===== config.mk =====
export PLATFORM = sky130hd
export DESIGN_NAME = wrpt_ram
export DESIGN_NICKNAME = d
export VERILOG_FILES = /design/src/rtl/core/wrpt_ram.sv
export SDC_FILE = /design/constraint.sdc
export NUM_CORES = 1
export LEC_CHECK = 0
export BUFFER_PORTS_ARGS = -buffer_cell sky130_fd_sc_hd__buf_2
export CAP_MARGIN = 20
export CORE_MARGIN = 4
export CORE_UTILIZATION = 45
export DETAILED_ROUTE_END_ITERATION = 8
export GPL_TIMING_DRIVEN = 0
export PLACE_DENSITY_LB_ADDON = 0.1
export SLEW_MARGIN = 20
export SYNTH_ARGS = -nofsm -noshare
export SYNTH_HDL_FRONTEND = slang
export SYNTH_SLANG_ARGS = --single-unit
export TNS_END_PERCENT = 50

===== constraint.sdc =====
create_clock -name clk -period 2.2 [get_ports clk]
set_input_delay 0.55 -clock clk [delete_from_list [all_inputs] [get_ports clk]]
set_output_delay 0.55 -clock clk [all_outputs]
set_load 0.02 [all_outputs]

===== src/rtl/core/wrpt_ram.sv =====
// generic single write, single read ram with registered read
`timescale 1ns / 1ps
module wrpt_ram #(
  parameter int WIDTH = 8,
  parameter int DEPTH = 16
) (
  input  logic                     clk,
  input  logic                     we,
  input  logic [$clog2(DEPTH)-1:0] waddr,
  input  logic [WIDTH-1:0]         wdata,
  input  logic [$clog2(DEPTH)-1:0] raddr,
  output logic [WIDTH-1:0]         rdata
);
  logic [WIDTH-1:0] mem [DEPTH];

  always_ff @(posedge clk) begin
    if (we) begin
      mem[waddr] <= wdata;
    end
    rdata <= mem[raddr];
  end
endmodule


==> qor.csv, run 1 <==
metric,value,unit
final_util,55.33,%
io_buffers,24,
cts_tree,yes,
place_hpwl,6195,um
clk_latency,420,ps
fin_area,6103,um2
clock-sinks,136,
syn-num-nets,247,
power_density,1030,nW/um2
clkTransAtPathRegs,50,ps
synth.cell_area,5147,um2
synth_area_leader_cell,edfxtp_1,
criticalPathCategory,input pin to register,
finalCritPeriodShare,84.08,%
finClkSkew,14.71,ps
drive_gt1_share,28.42,%
cts_resized,0,
startpoint,waddr[2],
nets,290,
cts_buffers,17,
core,11030,um2
die_w,115.0,um
ios,26,
finalHoldViolCount,0,
place.gp.congestion,0.6840,
die_area,13210,um2
place_area,5463,um2
grt_pass1_vias,2457,
via_per_inst,5.605,
ys_types,19,
ctsHoldBuffers,0,
path_max_fanout,8,
ys_warn_count,0,
hold_class,input pin to register,
path_delay_family,simple AND/OR/NAND/NOR gates,
startpoint_type,input pin,
firstDrtPassIters,4,
grt_max_degree,17,
clk_path_buf_depth,2,
detail-route-antenna-nets,0,
wl_per_cell,23.46,um
p_leak,2.053,nW
required,2230,ps
drc_errors,0,
avgSynthCellArea,22.48,um2
clockRootBuffer,clkbuf_16,
rows,38,
grtUsageTotal,16.70,%
synth_seq_cells,136,
synthCells,229,
crit_chain,buf_2 -> or3b_2 -> nor2_1,
worstReg2RegStart,mem[5][0]$_DFFE_PP_,
min_period,1850,ps
num_antenna_cells,0,
critical-path-slowest-cell,nor2_1,
max_stage_delay,670,ps
outcome,finished clean,
fmax,540.6,MHz
setup_ws,350.3,ps
via_count,2382,
end_kind,register,
finalMaxSlewViolations,0,
synthToLayoutAreaGrowth,18.57,%
synth.yosys.seq_area_share,77.78,%
worst_pin_slew,844.1,ps
rsz0062_at_grt,no,
antenna_found_initial,0,
hold_start,wdata[6],
die_h,115.0,um
dp_slack,-72.25,ps
critPathArrivalTime,1880,ps
setup_viol,0,
cts_setup_buffers,0,
drt_first_iter_violations,125,
start_util,46.67,%
wl,9970,um
cts_max_level,4,
synthTopCellsByArea,"edfxtp_1 (75%), mux4_2 (7.9%), mux4_1 (7.1%)",
slew_headroom,43.52,%
drv_cap,0,
vdd_ir_drop_max,0.0008654,V
finalSetupTns,0,ps
path_buf_inv,1,
synth_top_cell_area_share,74.67,%
overflow,0,
grt_pass1_wl,15150,um
## final timing paths
path / end / slack (ps) / cells past startpoint
worst max-delay path: mem[3][7]$_DFFE_PP_ / 350 / 3
worst min-delay path: mem[10][6]$_DFFE_PP_ / 540 / 1
worst max register to register: rdata[0]$_DFF_P_ / 750 / 3
worst min register to register: rdata[3]$_DFF_P_ / 680 / 3
## worst register-to-register path: stages (launching register included)
cell      delay, ps
edfxtp_1        350
mux4_1          560
a22oi_1         340
nand2_1          90
## registers in the layout, summed over array words and instances (netlist names)
name,count
rdata,8
mem,128
## synthesized netlist by cell type
library cell	instances
a22oi_1	16
and2_1	1
and2b_1	1
buf_2	3
buf_4	1
buf_6	3
clkdlybuf4s25_2	3
dfxtp_1	8
edfxtp_1	128
mux4_1	14
mux4_2	18
nand2_1	9
nand2b_1	2
nand3_1	1
nand3b_1	2
nor2_1	13
nor2b_1	1
nor3_1	4
or3b_2	1
## logic make-up after synthesis
| group | count (synthesis) | share of synthesized area, % |
|---|---|---|
| multiplexers | 32 | 15.02 |
| AND/OR/NAND/NOR | 35 | 3.184 |
| buffers and inverters | 10 | 1.677 |
| flip-flops | 136 | 77.78 |
| AO/OA/AOI/OAI | 16 | 2.334 |
## routing by layer
layer,up-vias,GRT usage [%],wire [um]
li1,1061,-,-
met4,0,7.277,238
met2,78,23.26,4472
met5,-,0,0
met3,15,5.474,608
met1,1228,24.22,4652
## report_power, final
group | leakage [nW] | total (mW) | internal, mW | switching, mW
Clock | 0.310 | 3.08 | 2.10 | 0.978
Sequential | 1.22 | 2.91 | 2.90 | 0.0123
Combinational | 0.520 | 0.297 | 0.116 | 0.181
Total | 2.05 | 6.29 | 5.12 | 1.17
## metrics by stage
stage          hold WS [ps]  instances  power, mW
2_1_floorplan         629.3        229      3.131
3_3_place_gp          654.7        393      3.257
3_5_place_dp          672.5        393      3.264
4_1_cts               531.0        425      6.349
5_1_grt               548.9        425      6.480
6_report              539.9        425      6.288
## layout make-up
cell class / count / area, um2
fill: 853 / 4927
sequential: 136 / 4004
multi-input combinational: 83 / 1077
clock buffer: 20 / 436.7
clock inverter: 12 / 203.9
tap: 140 / 175.2
timing repair buffer: 24 / 120.1
buffer: 10 / 86.33
## cells in the final DEF (no fill, tap or decap), types with 2 or more instances in the layout
cell / instances
nand3b_1: 2
nor2_1: 13
nand2_1: 9
nor3_2: 4
clkinv_1: 5
a22oi_1: 16
clkdlybuf4s25_2: 3
buf_2: 27
edfxtp_1: 128
dfxtp_1: 8
bufinv_16: 6
clkbuf_16: 17
buf_6: 3
nand2b_1: 2
mux4_1: 14
clkbuf_1: 3
mux4_2: 18
Note: power is estimated with default switching activity, not from simulation.
==> inputs of run 2 (changes only) <==
Clock period 2.2 ns to 1.6 ns, I/O delays scaled along.
==> qor.csv, run 2 (same netlist as run 1, synthesis figures left out) <==
metric,value,unit,change
hold_class,input pin to register,,unchanged
cts_max_level,4,,unchanged
clk_latency,400,ps,was 420 ps
min_period,1520,ps,
end_kind,register,,unchanged
grt_pass1_vias,2394,,was 2457
via_per_inst,5.454,,was 5.605
die_area,13210,um2,unchanged
start_util,46.67,%,unchanged
outcome,finished clean,,unchanged
finClkSkew,6.988,ps,was 14.71 ps
clk_path_buf_depth,2,,unchanged
wl,9820,um,was 9970 um
final_cell_mix,"edfxtp_1 (128), buf_2 (27), mux4_2 (18)",,unchanged
drv_cap,0,,unchanged
die_w,115.0,um,unchanged
whs,394.4,ps,was 539.9 ps
p_total,8.581,mW,was 6.288 mW
final_cells,425,,unchanged
slew_headroom,46.31,%,was 43.52%
dr_wl_met2,4714,um,was 4472 um
core,11030,um2,unchanged
ctsHoldBuffers,0,,unchanged
vdd_ir_drop_max,0.0007017,V,was 0.0008654 V
clockRootBuffer,clkbuf_16,,unchanged
p_leak,2.051,nW,was 2.053 nW
firstDrtPassIters,4,,unchanged
nets,290,,unchanged
cts_setup_buffers,0,,unchanged
rows,38,,unchanged
critPathArrivalTime,1560,ps,was 1880 ps
dr.max_layer_used,met4,,unchanged
num_antenna_cells,0,,unchanged
drt_first_iter_violations,135,,was 125
finalMaxSlewViolations,0,,unchanged
clkTransAtPathRegs,50,ps,about the same
ios,26,,unchanged
drc_errors,0,,unchanged
largest_register_ffs,128,,unchanged
place.gp.congestion,0.6889,,was 0.6840
criticalPathCategory,input pin to register,,unchanged
via_count,2318,,was 2382
cts_tree,yes,,unchanged
wl_met1,4580,um,was 4652 um
startpoint_type,input pin,,unchanged
io_buffers,24,,unchanged
rsz0062_at_grt,no,,unchanged
finalCritPeriodShare,95.00,%,
path_max_fanout,8,,unchanged
detail-route-antenna-nets,0,,unchanged
place_hpwl,6099,um,was 6195 um
regMostFlops,mem,,unchanged
clock-sinks,136,,unchanged
fmax,657.9,MHz,
finalHoldViolCount,0,,unchanged
required,1640,ps,was 2230 ps
synthToLayoutAreaGrowth,18.89,%,was 18.57%
overflow,0,,unchanged
drive_gt1_share,31.93,%,was 28.42%
setup_ws,79.95,ps,was 350.3 ps
die_h,115.0,um,unchanged
wl_per_cell,23.11,um,was 23.46 um
dp_slack,-527.1,ps,was -72.25 ps
antenna_found_initial,0,,unchanged
reg_top3,"mem x128, rdata x8",,unchanged
cts_buffers,17,,unchanged
place_inst,393,,unchanged
final_common_cell,edfxtp_1,,unchanged
dr_wl_met3,427,um,was 608 um
worst_pin_slew,802.4,ps,was 844.1 ps
grt_pass1_wl,14770,um,was 15150 um
setup_viol,0,,unchanged
grt_max_degree,17,,unchanged
power_density,1402,nW/um2,was 1030 nW/um2
grtUsageTotal,16.15,%,was 16.70%
## run 2: cell types whose count changed in the layout (fill, tap and decap cells not counted)
cell,previous run,this run
clkinv_2,1,4
clkbuf_8,0,1
nor3_2,4,3
clkbuf_1,3,0
clkinvlp_4,0,4
bufinv_16,6,5
clkinv_1,5,1
nor3_4,0,1
nor2_1,13,10
nor2_2,0,3
## run 2: final timing paths
check,start,end,slack (ps),cells after the start
worst min register to register,mem[11][3]$_DFFE_PP_,rdata[3]$_DFF_P_,670,3
worst max-delay path,waddr[2],mem[1][1]$_DFFE_PP_,80,3
worst max register to register,mem[5][0]$_DFFE_PP_,rdata[0]$_DFF_P_,100,3
worst min-delay path,wdata[6],mem[14][6]$_DFFE_PP_,390,1
## run 2: layout make-up
cell class	instances	area (um2)
fill	844	4911
sequential	136	4004
clock inverter	14	203.9
tap	140	175.2
multi-input combinational	83	1091
timing repair buffer	24	120.1
buffer	10	86.33
clock buffer	18	439.2
## run 2: per-stage QoR
stage          cell area, um2  TNS (ps)  util (%)
3_5_place_dp             5463    -35750     49.52
3_3_place_gp             5448    -44160     49.39
4_1_cts                  6108     -1334     55.38
2_1_floorplan            5152     -1983         -
6_report                 6120         0     55.48
5_1_grt                  6120         0     55.48
## run 2: critical path, stage by stage
cell	delay, ps
buf_2	120
or3b_2	580
nor2_2	460
## run 2: routing by layer
| metal | GRT usage [%] | up-vias |
|---|---|---|
| met2 | 24.00 | 61 |
| li1 | - | 1061 |
| met5 | 0 | - |
| met1 | 23.24 | 1185 |
| met3 | 4.000 | 11 |
| met4 | 6.338 | 0 |
## run 2: power breakdown
part	internal [mW]	total [mW]	switching [mW]
sequential	3.98	4.00	0.0167
combinational	0.159	0.412	0.253
clock	2.79	4.17	1.38
## run 2: timing repair
item                       in CTS  in global routing
hold endpoints to repair        0                  0
setup endpoints to repair      32                 24
gates cloned                    0                  0
gates resized for setup         1                  3
pin swaps                       0                  0
