===== src/rtl/core/wrpt_mod.sv =====
// iterative restoring modulo unit, one remainder bit per cycle
`timescale 1ns / 1ps
module wrpt_mod (
  input  logic        clk,
  input  logic        rst_n,
  input  logic        go,
  input  logic [31:0] dividend,
  input  logic [31:0] divisor,
  output logic        done,
  output logic [31:0] rem
);
  logic        busy_r;
  logic        done_r;
  logic [5:0]  cnt_r;
  logic [31:0] rem_r;
  logic [31:0] dvd_r;
  logic [31:0] dvs_r;
  logic [32:0] trial;
  logic [32:0] diff;

  assign trial = {rem_r, dvd_r[31]};
  assign diff  = trial - {1'b0, dvs_r};

  always_ff @(posedge clk) begin
    if (!rst_n) begin
      busy_r <= 1'b0;
      done_r <= 1'b0;
      cnt_r  <= '0;
    end else begin
      done_r <= 1'b0;
      if (go) begin
        busy_r <= 1'b1;
        cnt_r  <= '0;
        rem_r  <= '0;
        dvd_r  <= dividend;
        dvs_r  <= divisor;
      end else if (busy_r) begin
        rem_r <= diff[32] ? trial[31:0] : diff[31:0];
        dvd_r <= {dvd_r[30:0], 1'b0};
        cnt_r <= cnt_r + 6'd1;
        if (cnt_r == 6'd31) begin
          busy_r <= 1'b0;
          done_r <= 1'b1;
        end
      end
    end
  end

  assign done = done_r;
  assign rem  = rem_r;
endmodule


===== config.mk =====
export PLATFORM = sky130hd
export DESIGN_NAME = wrpt_mod
export DESIGN_NICKNAME = d
export VERILOG_FILES = /design/src/rtl/core/wrpt_mod.sv
export SDC_FILE = /design/constraint.sdc
export NUM_CORES = 1
export LEC_CHECK = 0
export BUFFER_PORTS_ARGS = -buffer_cell sky130_fd_sc_hd__buf_2
export CORE_ASPECT_RATIO = 0.75
export CORE_MARGIN = 10
export CORE_UTILIZATION = 60
export CTS_BUF_LIST = sky130_fd_sc_hd__clkbuf_2 sky130_fd_sc_hd__clkbuf_4 sky130_fd_sc_hd__clkbuf_8
export DETAILED_ROUTE_END_ITERATION = 10
export PLACE_DENSITY = 0.82
export SYNTH_ARGS = -nofsm -noshare
export SYNTH_HDL_FRONTEND = slang
export SYNTH_SLANG_ARGS = --single-unit

===== constraint.sdc =====
create_clock -name clk -period 9 [get_ports clk]
set_clock_uncertainty 0.05 [all_clocks]
set_input_delay 1.35 -clock clk [delete_from_list [all_inputs] [get_ports clk]]
set_output_delay 1.35 -clock clk [all_outputs]
set_load 0.1 [all_outputs]

==> results of run 1 <==
## worst register-to-register path: cells and delay by family (launching register included)
family,cells,cell delay [ps]
buffers and inverters,2,470
AOI/OAI and AO/OA,3,560
DFF,1,360
muxes,1,250
adders and majority gates,2,630
and+or+nand+nor,5,1510
## cell usage after synthesis, drive strengths merged (7+ instances only)
cell type | instances | share of area (%)
edfxtp | 96 | 49
nor2 | 45 | 2.9
inv | 42 | 2.7
nand2 | 40 | 2.5
ha | 33 | 7.0
a21oi | 32 | 2.7
mux2 | 31 | 5.9
mux2i | 21 | 3.6
o21ai | 21 | 1.8
a21o | 17 | 2.2
xnor2 | 14 | 2.1
nand3 | 12 | 1.0
clkbuf | 11 | 0.70
xor2 | 9 | 1.3
dfxtp | 8 | 2.7
and2 | 7 | 0.76
nand3b | 7 | 0.89
nand4 | 7 | 0.74
o21a | 7 | 0.89
## metal layers
metal | part of all wire [%] | vias up | wire (um)
met5 | 0 | - | 0
met4 | 1.5 | 0 | 199
met3 | 7.3 | 19 | 986
met2 | 47 | 158 | 6320
met1 | 44 | 2108 | 5960
li1 | - | 2118 | -
## worst paths after layout
kind	end	cells after the start
min	done$_SDFF_PP0_	1
min reg2reg	done$_SDFF_PP0_	1
max reg2reg	rem[21]$_SDFFCE_PP0P_	13
max	rem[21]$_SDFFCE_PP0P_	13
## per-stage QoR
stage,cell area [um2],setup slack (ps),cells,utilization [%]
2_1_floorplan,5910,5190,528,-
3_3_place_gp,6510,5040,746,67.7
3_5_place_dp,6510,4910,746,67.7
4_1_cts,6720,4920,762,69.9
5_1_grt,6720,4590,762,69.9
6_report,6720,4910,762,69.9
## flip-flops by register name, indices dropped and copies added, names as in the netlist
register and count:
done 1, rem 32, dvs_r 32, busy_r 1, dvd_r 32, cnt_r 6
## power groups by stage
stage          registers (mW)  logic, mW  clock network, mW
2_1_floorplan           0.740      0.294                  0
3_3_place_gp            0.614      0.502                  0
3_5_place_dp            0.616      0.517                  0
4_1_cts                 0.605      0.519              0.316
5_1_grt                 0.610      0.563              0.335
6_report                0.606      0.522              0.311
## kinds of logic after synthesis
group	after synthesis	synth area share [%]
adder cells (fa/ha/maj)	34	7.33
multiplexers	52	9.47
buffers and inverters	59	4.15
AO/OA/AOI/OAI	109	12.2
XOR/XNOR	23	3.41
flip-flops	104	51.5
AND/OR/NAND/NOR	147	12.0
## cells in the final DEF, fill, tap and decap left out, types with 3 or more instances in the layout
cell	instances
nand3_1	12
nor2_1	45
nor2b_1	6
o21a_1	6
xor2_1	9
nand4_1	7
edfxtp_1	96
dfxtp_1	8
and2_1	5
ha_1	33
nor3_1	6
mux2i_1	21
clkbuf_8	10
a21boi_0	3
nand3b_1	7
a31oi_1	4
buf_4	4
xnor2_1	14
nand2b_1	4
o21ai_0	19
a21o_1	17
and3_1	4
a211oi_1	4
buf_2	99
nand2_1	40
a21oi_1	32
mux2_2	31
inv_1	42
## area by class of cell
cell class	instances	share of cell area, %
sequential	104	45.3
multi-input combinational	365	39.0
timing repair buffer	103	7.82
tap	132	2.46
inverter	42	2.34
clock buffer	10	2.05
clock inverter	6	1.10
==> impl_metrics.csv, run 1 <==
group,metric,value,unit
critical_path,crit_family,"simple AND/OR/NAND/NOR gates",
route,ant_nets,0,
clocking,ctsHoldBuffers,0,
placed_design,numPortBuffers,99,
pwr,clockPowerShare,21.6,%
logic_synthesis,synth_nets,629,
pwr,irDropWorstVdd,0.115,mV
pwr,seqPwrFrac,42.1,%
floorplan,die_w,135,um
floorplan,rows,31,
clocking,cts_buffer_depth,2,
logic_synthesis,ys.flop_type,"edfxtp_1",
clocking,path_clk_slew,100,ps
clocking,htreeDepth,3,
layout,multiInputGateArea,2620,um2
layout,register_area,3040,um2
floorplan,dieArea,14300,um2
clocking,cts.repair.resized,0,
logic_synthesis,yosysWarnings,0,
global_route,grt_use_total,18.8,%
layout,fillers,738,
critical_path,crit_arrival,4150,ps
critical_path,path_class,"reg2reg",
route,drcViolationCount,0,
global_route,grt_use_met2,30.2,%
timing,holdWs,446,ps
logic_synthesis,yosysSeqAreaShare,51.5,%
global_route,grt_pass1_vias,4358,
pwr,power_density,214,nW/um2
logic_synthesis,async_flop_share,0,%
floorplan,ios,100,
status,status,"finished, final reports clean",
critical_path,cp-start-kind,"register",
min_path,hp-start,"cnt_r[5]$_SDFFE_PP0P_",
placed_design,dp_hpwl,9920,um
critical_path,cp_num_buf_inv,2,
global_route,grt_util_met1,24.7,%
global_route,grt_max_degree,67,
logic_synthesis,synth_area,5910,um2
global_route,grt_use_met3,4.80,%
global_route,grt_pass1_wl,21700,um
run,cap_violations,0,
route,vias,4403,
layout,nets,726,
layout,diodes,0,
critical_path,crit_fanout,18,
pwr,power,1.44,mW
timing,hold_viol_final,0,
clocking,cts-root-buf,"clkbuf_8",
clocking,cts_tree,"done",
route,wire_per_inst,17.7,um
clocking,clkLatencyLatePin,380,ps
timing,period_share,45.4,%
timing,setup_viol,0,
timing,layout_min_cycle_time,4090,ps
timing,rsz0062_at_grt,"no",
min_path,hp-class,"reg2reg",
critical_path,cpMaxStageDelayCell,"nand3_1",
logic_synthesis,ys_ff_latch,104,
floorplan,start_util,61.4,%
timing,report.final.slew_viol_count,0,
critical_path,path_cells,"inv_1 -> ha_1 -> fa_1 -> nor2b_1 -> o31ai_1 -> a31o_1 -> a21o_1 -> and4_4 -> or4_1 -> nand3_1 -> buf_4 -> mux2i_1 -> nor2_1",
critical_path,rr_startpoint,"dvd_r[31]$_DFFE_PP_",
floorplan,fp.dieH,106,um
floorplan,core_area,9620,um2
global_route,busiest_layer,"met2",
clocking,cts.sinks,104,
critical_path,cpPeakStageDelay,600,ps
clocking,post_cts_buffers,0,
global_route,antenna_found_initial,0,
timing,worst_pin_slew,814,ps
pwr,swShare,37.8,%
critical_path,crit_required,9060,ps
route,drt_iter0_markers,570,
layout,areaGrowthSynthToFinish,13.8,%
critical_path,worstSetupEndpointType,"register",
timing,max_freq,245,MHz
pwr,pwr-share-comb,36.3,%
logic_synthesis,syn_avg_cell_area,11.2,um2
global_route,grt.overflow.total,0,
layout,drive_above_1_share,25.1,%
placed_design,gp_congestion,0.937,
route,drt_pre_antenna_iters,5,
logic_synthesis,synth_edf_count,96,
critical_path,crit_start,"dvd_r[31]$_DFFE_PP_",
pwr,p_leak,2.93,nW
clocking,cts_buffers,9,
pwr,p_int,0.895,mW
logic_synthesis,syn_inst,528,
route,wl,13500,um
timing,setup_tns,0,ps
route,viasPerCell,5.78,
critical_path,reg2reg_slack,4910,ps
logic_synthesis,synth.distinct_cells,56,
pwr,switching_power,0.544,mW
timing,slew_headroom,45.7,%
Note: power is estimated with default switching activity, not from simulation.
==> run 2: changes to the inputs <==
--- a/config.mk
+++ b/config.mk
@@ -8,10 +8,10 @@
 export BUFFER_PORTS_ARGS = -buffer_cell sky130_fd_sc_hd__buf_2
 export CORE_ASPECT_RATIO = 0.75
 export CORE_MARGIN = 10
-export CORE_UTILIZATION = 60
+export CORE_UTILIZATION = 59
 export CTS_BUF_LIST = sky130_fd_sc_hd__clkbuf_2 sky130_fd_sc_hd__clkbuf_4 sky130_fd_sc_hd__clkbuf_8
 export DETAILED_ROUTE_END_ITERATION = 10
-export PLACE_DENSITY = 0.82
+export PLACE_DENSITY = 0.81
 export SYNTH_ARGS = -nofsm -noshare
 export SYNTH_HDL_FRONTEND = slang
 export SYNTH_SLANG_ARGS = --single-unit
==> constraint.sdc (replaced) <==
create_clock -name clk -period 4.1 [get_ports clk]
set_clock_uncertainty 0.05 [all_clocks]
set_input_delay 0.615 -clock clk [delete_from_list [all_inputs] [get_ports clk]]
set_output_delay 0.615 -clock clk [all_outputs]
set_load 0.1 [all_outputs]
==> run 2 against run 1 <==
Highest routed layer unchanged. First-iteration DRC count shrank 20%. Critical endpoint is now rem[6]$_SDFFCE_PP0P_. Clock power is 82% higher. Final cell count increased by 0.13%. Sequential power is 120% higher. Flip-flop and latch count is the same. Register-to-register slack got worse by 4500 ps. Die area grew 1.4%. Worst hold slack got worse by 84 ps. Core utilization down 0.83 points.
==> impl_metrics.csv, run 2 (synthesized netlist as in run 1, its figures left out) <==
group,metric,value,unit
floorplan,ios,100,
clocking,cts_buffer_depth,2,
layout,drive_above_1_share,24.9,%
global_route,grt_max_degree,47,
route,wl,13500,um
pwr,clockPowerShare,18.5,%
status,status,"finished, final reports clean",
placed_design,dpl_cell_area,6530,um2
placed_design,numPortBuffers,99,
critical_path,rr_startpoint,"dvd_r[31]$_DFFE_PP_",
pwr,swShare,38.2,%
pwr,switching_power,1.17,mW
clocking,post_cts_buffers,0,
floorplan,start_util,60.9,%
route,drcViolationCount,0,
min_path,min_path_cells,1,
global_route,grt_use_total,18.5,%
clocking,cts.sinks,104,
pwr,pwr-share-comb,38.1,%
floorplan,die_w,136,um
floorplan,rows,31,
timing,setup_viol,0,
route,wire_per_inst,17.7,um
clocking,cts_buffers,9,
layout,layout_common_cells,"99 x buf_2, 96 x edfxtp_1, 45 x nor2_1, 42 x inv_1, 40 x nand2_1",
route,drt_iter0_markers,457,
critical_path,crit_required,4190,ps
critical_path,reg2regPathDepth,12,
timing,slew_headroom,45.4,%
layout,layout_commonest_cell,"buf_2",
global_route,grt_pass1_wl,21600,um
pwr,p_int,1.89,mW
critical_path,worstSetupEndpoint,"rem[6]$_SDFFCE_PP0P_",
global_route,grt.overflow.total,0,
route,drt_pre_antenna_iters,5,
critical_path,cpPeakStageDelay,530,ps
placed_design,gp_congestion,0.920,
critical_path,cp_num_buf_inv,1,
critical_path,cp.depth,12,
critical_path,path_class,"reg2reg",
placed_design,dp_hpwl,9930,um
clocking,clkLatencyLatePin,370,ps
critical_path,crit_fanout,18,
critical_path,crit_arrival,3800,ps
critical_path,worstSetupEndpointType,"register",
layout,diodes,0,
layout,fin_util,69.1,%
timing,rsz0062_at_grt,"no",
layout,finish.instance_area,6700,um2
critical_path,reg2reg_to,"rem[6]$_SDFFCE_PP0P_",
critical_path,reg2reg_slack,390,ps
critical_path,crit_start,"dvd_r[31]$_DFFE_PP_",
layout,fillers,772,
pwr,power_density,456,nW/um2
timing,setup_tns,0,ps
pwr,p_leak,2.91,nW
route,ant_nets,0,
floorplan,dieArea,14500,um2
global_route,antenna_found_initial,0,
timing,hold_viol_final,0,
critical_path,cp-start-kind,"register",
timing,report.final.slew_viol_count,0,
clocking,htreeDepth,3,
clocking,path_clk_slew,90,ps
min_path,hp-class,"in2reg",
clocking,cts_tree,"done",
pwr,seqPwrFrac,43.4,%
route,viasPerCell,5.75,
pwr,irDropWorstVdd,0.292,mV
clocking,ctsHoldBuffers,0,
timing,max_freq,270,MHz
timing,layout_min_cycle_time,3710,ps
critical_path,cpMaxStageDelayCell,"or4_1",
timing,period_share,90.4,%
floorplan,fp.dieH,107,um
floorplan,core_area,9700,um2
run,cap_violations,0,
clocking,cts-root-buf,"clkbuf_8",
route,vias,4385,
critical_path,path_cells,"inv_1 -> ha_1 -> fa_1 -> nor2b_1 -> o31ai_1 -> a31o_1 -> a21o_1 -> and4_4 -> or4_1 -> and3_1 -> and2_0 -> o21a_1",
layout,nets,727,
global_route,grt_pass1_vias,4316,
layout,areaGrowthSynthToFinish,13.4,%
critical_path,crit_family,"simple AND/OR/NAND/NOR gates",
timing,worst_pin_slew,818,ps
clocking,cts.repair.resized,0,
-- run 2: worst min-delay path by stage --
stage / start / slack (ps) / endpoint
floorplan: cnt_r[5]$_SDFFE_PP0P_ / 380 / done$_SDFF_PP0_
global placement: cnt_r[5]$_SDFFE_PP0P_ / 410 / done$_SDFF_PP0_
detailed placement: cnt_r[5]$_SDFFE_PP0P_ / 420 / done$_SDFF_PP0_
CTS: divisor[9] / 340 / dvs_r[9]$_DFFE_PP_
global route: divisor[19] / 330 / dvs_r[19]$_DFFE_PP_
finish: divisor[9] / 360 / dvs_r[9]$_DFFE_PP_
-- run 2: cell type report --
type                       instances  area (um2)  share of cell area (%)
sequential                       104        3040                    45.4
multi-input combinational        365        2620                    39.1
timing repair buffer             104         546                    8.14
tap                              132         165                    2.47
inverter                          42         158                    2.35
clock buffer                      10         131                    1.96
clock inverter                     6        33.8                   0.504
-- run 2: routing by layer --
metal | GRT usage [%] | part of all wire [%] | vias to the layer above
met5 | 0 | 0 | -
met4 | 7.59 | 2.4 | 0
met3 | 4.85 | 6.6 | 18
met2 | 28.9 | 46 | 165
met1 | 24.0 | 44 | 2087
li1 | - | - | 2115
-- run 2: stage by stage --
step	hold WS (ps)	worst slack (ps)	total power [mW]	instances
global placement	414	547	2.46	747
finish	361	393	3.05	763
detailed placement	415	430	2.50	747
CTS	342	419	3.06	763
floorplan	382	291	2.27	528
global route	331	195	3.22	763
-- run 2: worst register-to-register path: stages (launching register included) --
cell,delay [ps]
edfxtp_1,380
inv_1,60
ha_1,220
fa_1,410
nor2b_1,170
o31ai_1,120
a31o_1,240
a21o_1,200
and4_4,150
or4_1,530
and3_1,460
and2_0,290
o21a_1,180
-- run 2: power by group through the flow --
stage	clock [mW]	combinational [mW]	sequential [mW]
3_3_place_gp	0	1.11	1.34
3_5_place_dp	0	1.15	1.35
4_1_cts	0.583	1.16	1.33
2_1_floorplan	0	0.646	1.62
5_1_grt	0.628	1.25	1.34
6_report	0.566	1.16	1.33
==> run 3: changes to the inputs <==
--- a/config.mk
+++ b/config.mk
@@ -11,7 +11,7 @@
 export CORE_UTILIZATION = 59
 export CTS_BUF_LIST = sky130_fd_sc_hd__clkbuf_2 sky130_fd_sc_hd__clkbuf_4 sky130_fd_sc_hd__clkbuf_8
 export DETAILED_ROUTE_END_ITERATION = 10
-export PLACE_DENSITY = 0.81
+export PLACE_DENSITY = 0.94
 export SYNTH_ARGS = -nofsm -noshare
 export SYNTH_HDL_FRONTEND = slang
 export SYNTH_SLANG_ARGS = --single-unit
==> run 3 against run 2 <==
Core utilization up 0.36 points. Critical path type unchanged. Routed wire length fell by 0.55%. First-iteration DRC count shrank 16%.
==> impl_metrics.csv, run 3 (synthesized netlist as in run 1, its figures left out) <==
group,metric,value,unit
floorplan,dieArea,14500,um2
floorplan,die_w,136,um
clocking,cts_buffer_depth,2,
global_route,grt_use_total,18.4,%
route,ant_nets,0,
critical_path,reg2reg_to,"rem[6]$_SDFFCE_PP0P_",
timing,worst_pin_slew,792,ps
timing,period_share,90.3,%
clocking,cts-root-buf,"clkbuf_8",
critical_path,crit_arrival,3820,ps
timing,max_freq,270,MHz
placed_design,gp_congestion,0.927,
critical_path,worstSetupEndpointType,"register",
clocking,cts_buffers,9,
placed_design,numPortBuffers,99,
critical_path,crit_fanout,18,
min_path,hp-start,"divisor[28]",
layout,drive_above_1_share,25.2,%
layout,fillers,721,
timing,report.final.slew_viol_count,0,
route,drt_iter0_markers,386,
timing,layout_min_cycle_time,3700,ps
placed_design,placed_cells,747,
global_route,grt_pass1_vias,4355,
layout,layout_common_cells,"99 x buf_2, 96 x edfxtp_1, 45 x nor2_1, 42 x inv_1, 40 x nand2_1",
floorplan,ios,100,
route,vias,4373,
route,drcViolationCount,0,
critical_path,cp-start-kind,"register",
clocking,path_clk_slew,120,ps
clocking,cts.sinks,104,
timing,setup_tns,0,ps
timing,hold_viol_final,0,
clocking,post_cts_buffers,0,
layout,layout_commonest_cell,"buf_2",
critical_path,rr_startpoint,"dvd_r[31]$_DFFE_PP_",
layout,finish.instance_area,6730,um2
route,wl,13400,um
run,cap_violations,0,
critical_path,reg2regPathDepth,12,
clocking,ctsHoldBuffers,0,
placed_design,dp_hpwl,9900,um
global_route,grt_max_degree,58,
floorplan,start_util,60.9,%
critical_path,reg2reg_slack,400,ps
min_path,hold_end,"dvs_r[28]$_DFFE_PP_",
layout,areaGrowthSynthToFinish,14.0,%
route,drt_pre_antenna_iters,7,
global_route,grt.overflow.total,0,
layout,diodes,0,
timing,slew_headroom,47.2,%
floorplan,core_area,9700,um2
layout,nets,727,
timing,rsz0062_at_grt,"no",
critical_path,crit_required,4210,ps
timing,setup_viol,0,
route,wire_per_inst,17.6,um
floorplan,fp.dieH,107,um
layout,layout.cells.non_filler,763,
critical_path,path_class,"reg2reg",
placed_design,dpl_cell_area,6520,um2
clocking,cts_tree,"done",
status,status,"finished, final reports clean",
min_path,hp-class,"in2reg",
min_path,min_path_cells,1,
pwr,power,3.15,mW
global_route,antenna_found_initial,0,
clocking,cts.repair.resized,0,
route,viasPerCell,5.73,
pwr,irDropWorstVdd,0.232,mV
pwr,power_density,469,nW/um2
global_route,grt_pass1_wl,21500,um
clocking,htreeDepth,3,
clocking,clkLatencyLatePin,400,ps
floorplan,rows,31,
pwr,p_leak,2.93,nW
[run 3: cell count changes in the layout (fill, tap and decap cells not counted), sizes merged]
cell / previous run / this run
inv: 43 / 47
clkinv: 4 / 2
clkbuf: 10 / 9
clkinvlp: 1 / 0
[run 3: layer usage]
metal  track usage (%)  wire length (um)
met1              22.8              5700
met2              30.3              6520
met3              5.55               980
met4              6.13               195
met5                 0                 0
[run 3: cell type report]
class | count | area, um2 | share of cell area [%]
Clock buffer | 9 | 124 | 1.84
Inverter | 42 | 158 | 2.34
Clock inverter | 7 | 88.8 | 1.32
Sequential cell | 104 | 3040 | 45.2
Timing Repair Buffer | 104 | 533 | 7.92
Tap cell | 132 | 165 | 2.45
Multi-Input combinational cell | 365 | 2620 | 38.9
[run 3: power breakdown]
part           internal, mW  total, mW  leakage [nW]  switching [mW]
clock network         0.252      0.679         0.107           0.427
logic                 0.381       1.15          1.84           0.766
registers              1.28       1.33         0.984          0.0517
total                  1.91       3.15          2.93            1.24
[run 3: worst max-delay path by stage]
stage,cells after the start,to,start,slack [ps]
floorplan,12,rem[6]$_SDFFCE_PP0P_,rem[0]$_SDFFCE_PP0P_,290
global placement,12,rem[6]$_SDFFCE_PP0P_,dvd_r[31]$_DFFE_PP_,610
detailed placement,12,rem[6]$_SDFFCE_PP0P_,dvd_r[31]$_DFFE_PP_,490
CTS,12,rem[6]$_SDFFCE_PP0P_,dvd_r[31]$_DFFE_PP_,420
global route,12,rem[6]$_SDFFCE_PP0P_,dvd_r[31]$_DFFE_PP_,230
finish,12,rem[6]$_SDFFCE_PP0P_,dvd_r[31]$_DFFE_PP_,400
[run 3: through the flow]
step | util [%] | hold slack [ps] | worst slack [ps]
2_1_floorplan | - | 382 | 291
3_3_place_gp | 67.2 | 396 | 609
3_5_place_dp | 67.2 | 413 | 489
4_1_cts | 69.4 | 313 | 416
5_1_grt | 69.4 | 314 | 229
6_report | 69.4 | 330 | 398
[run 3: critical path: stages (launching register included)]
cell	delay [ps]
edfxtp_1	370
inv_1	50
ha_1	210
fa_1	410
nor2b_1	190
o31ai_1	110
a31o_1	230
a21o_1	220
and4_4	160
or4_1	550
and3_1	450
and2_0	290
o21a_1	180
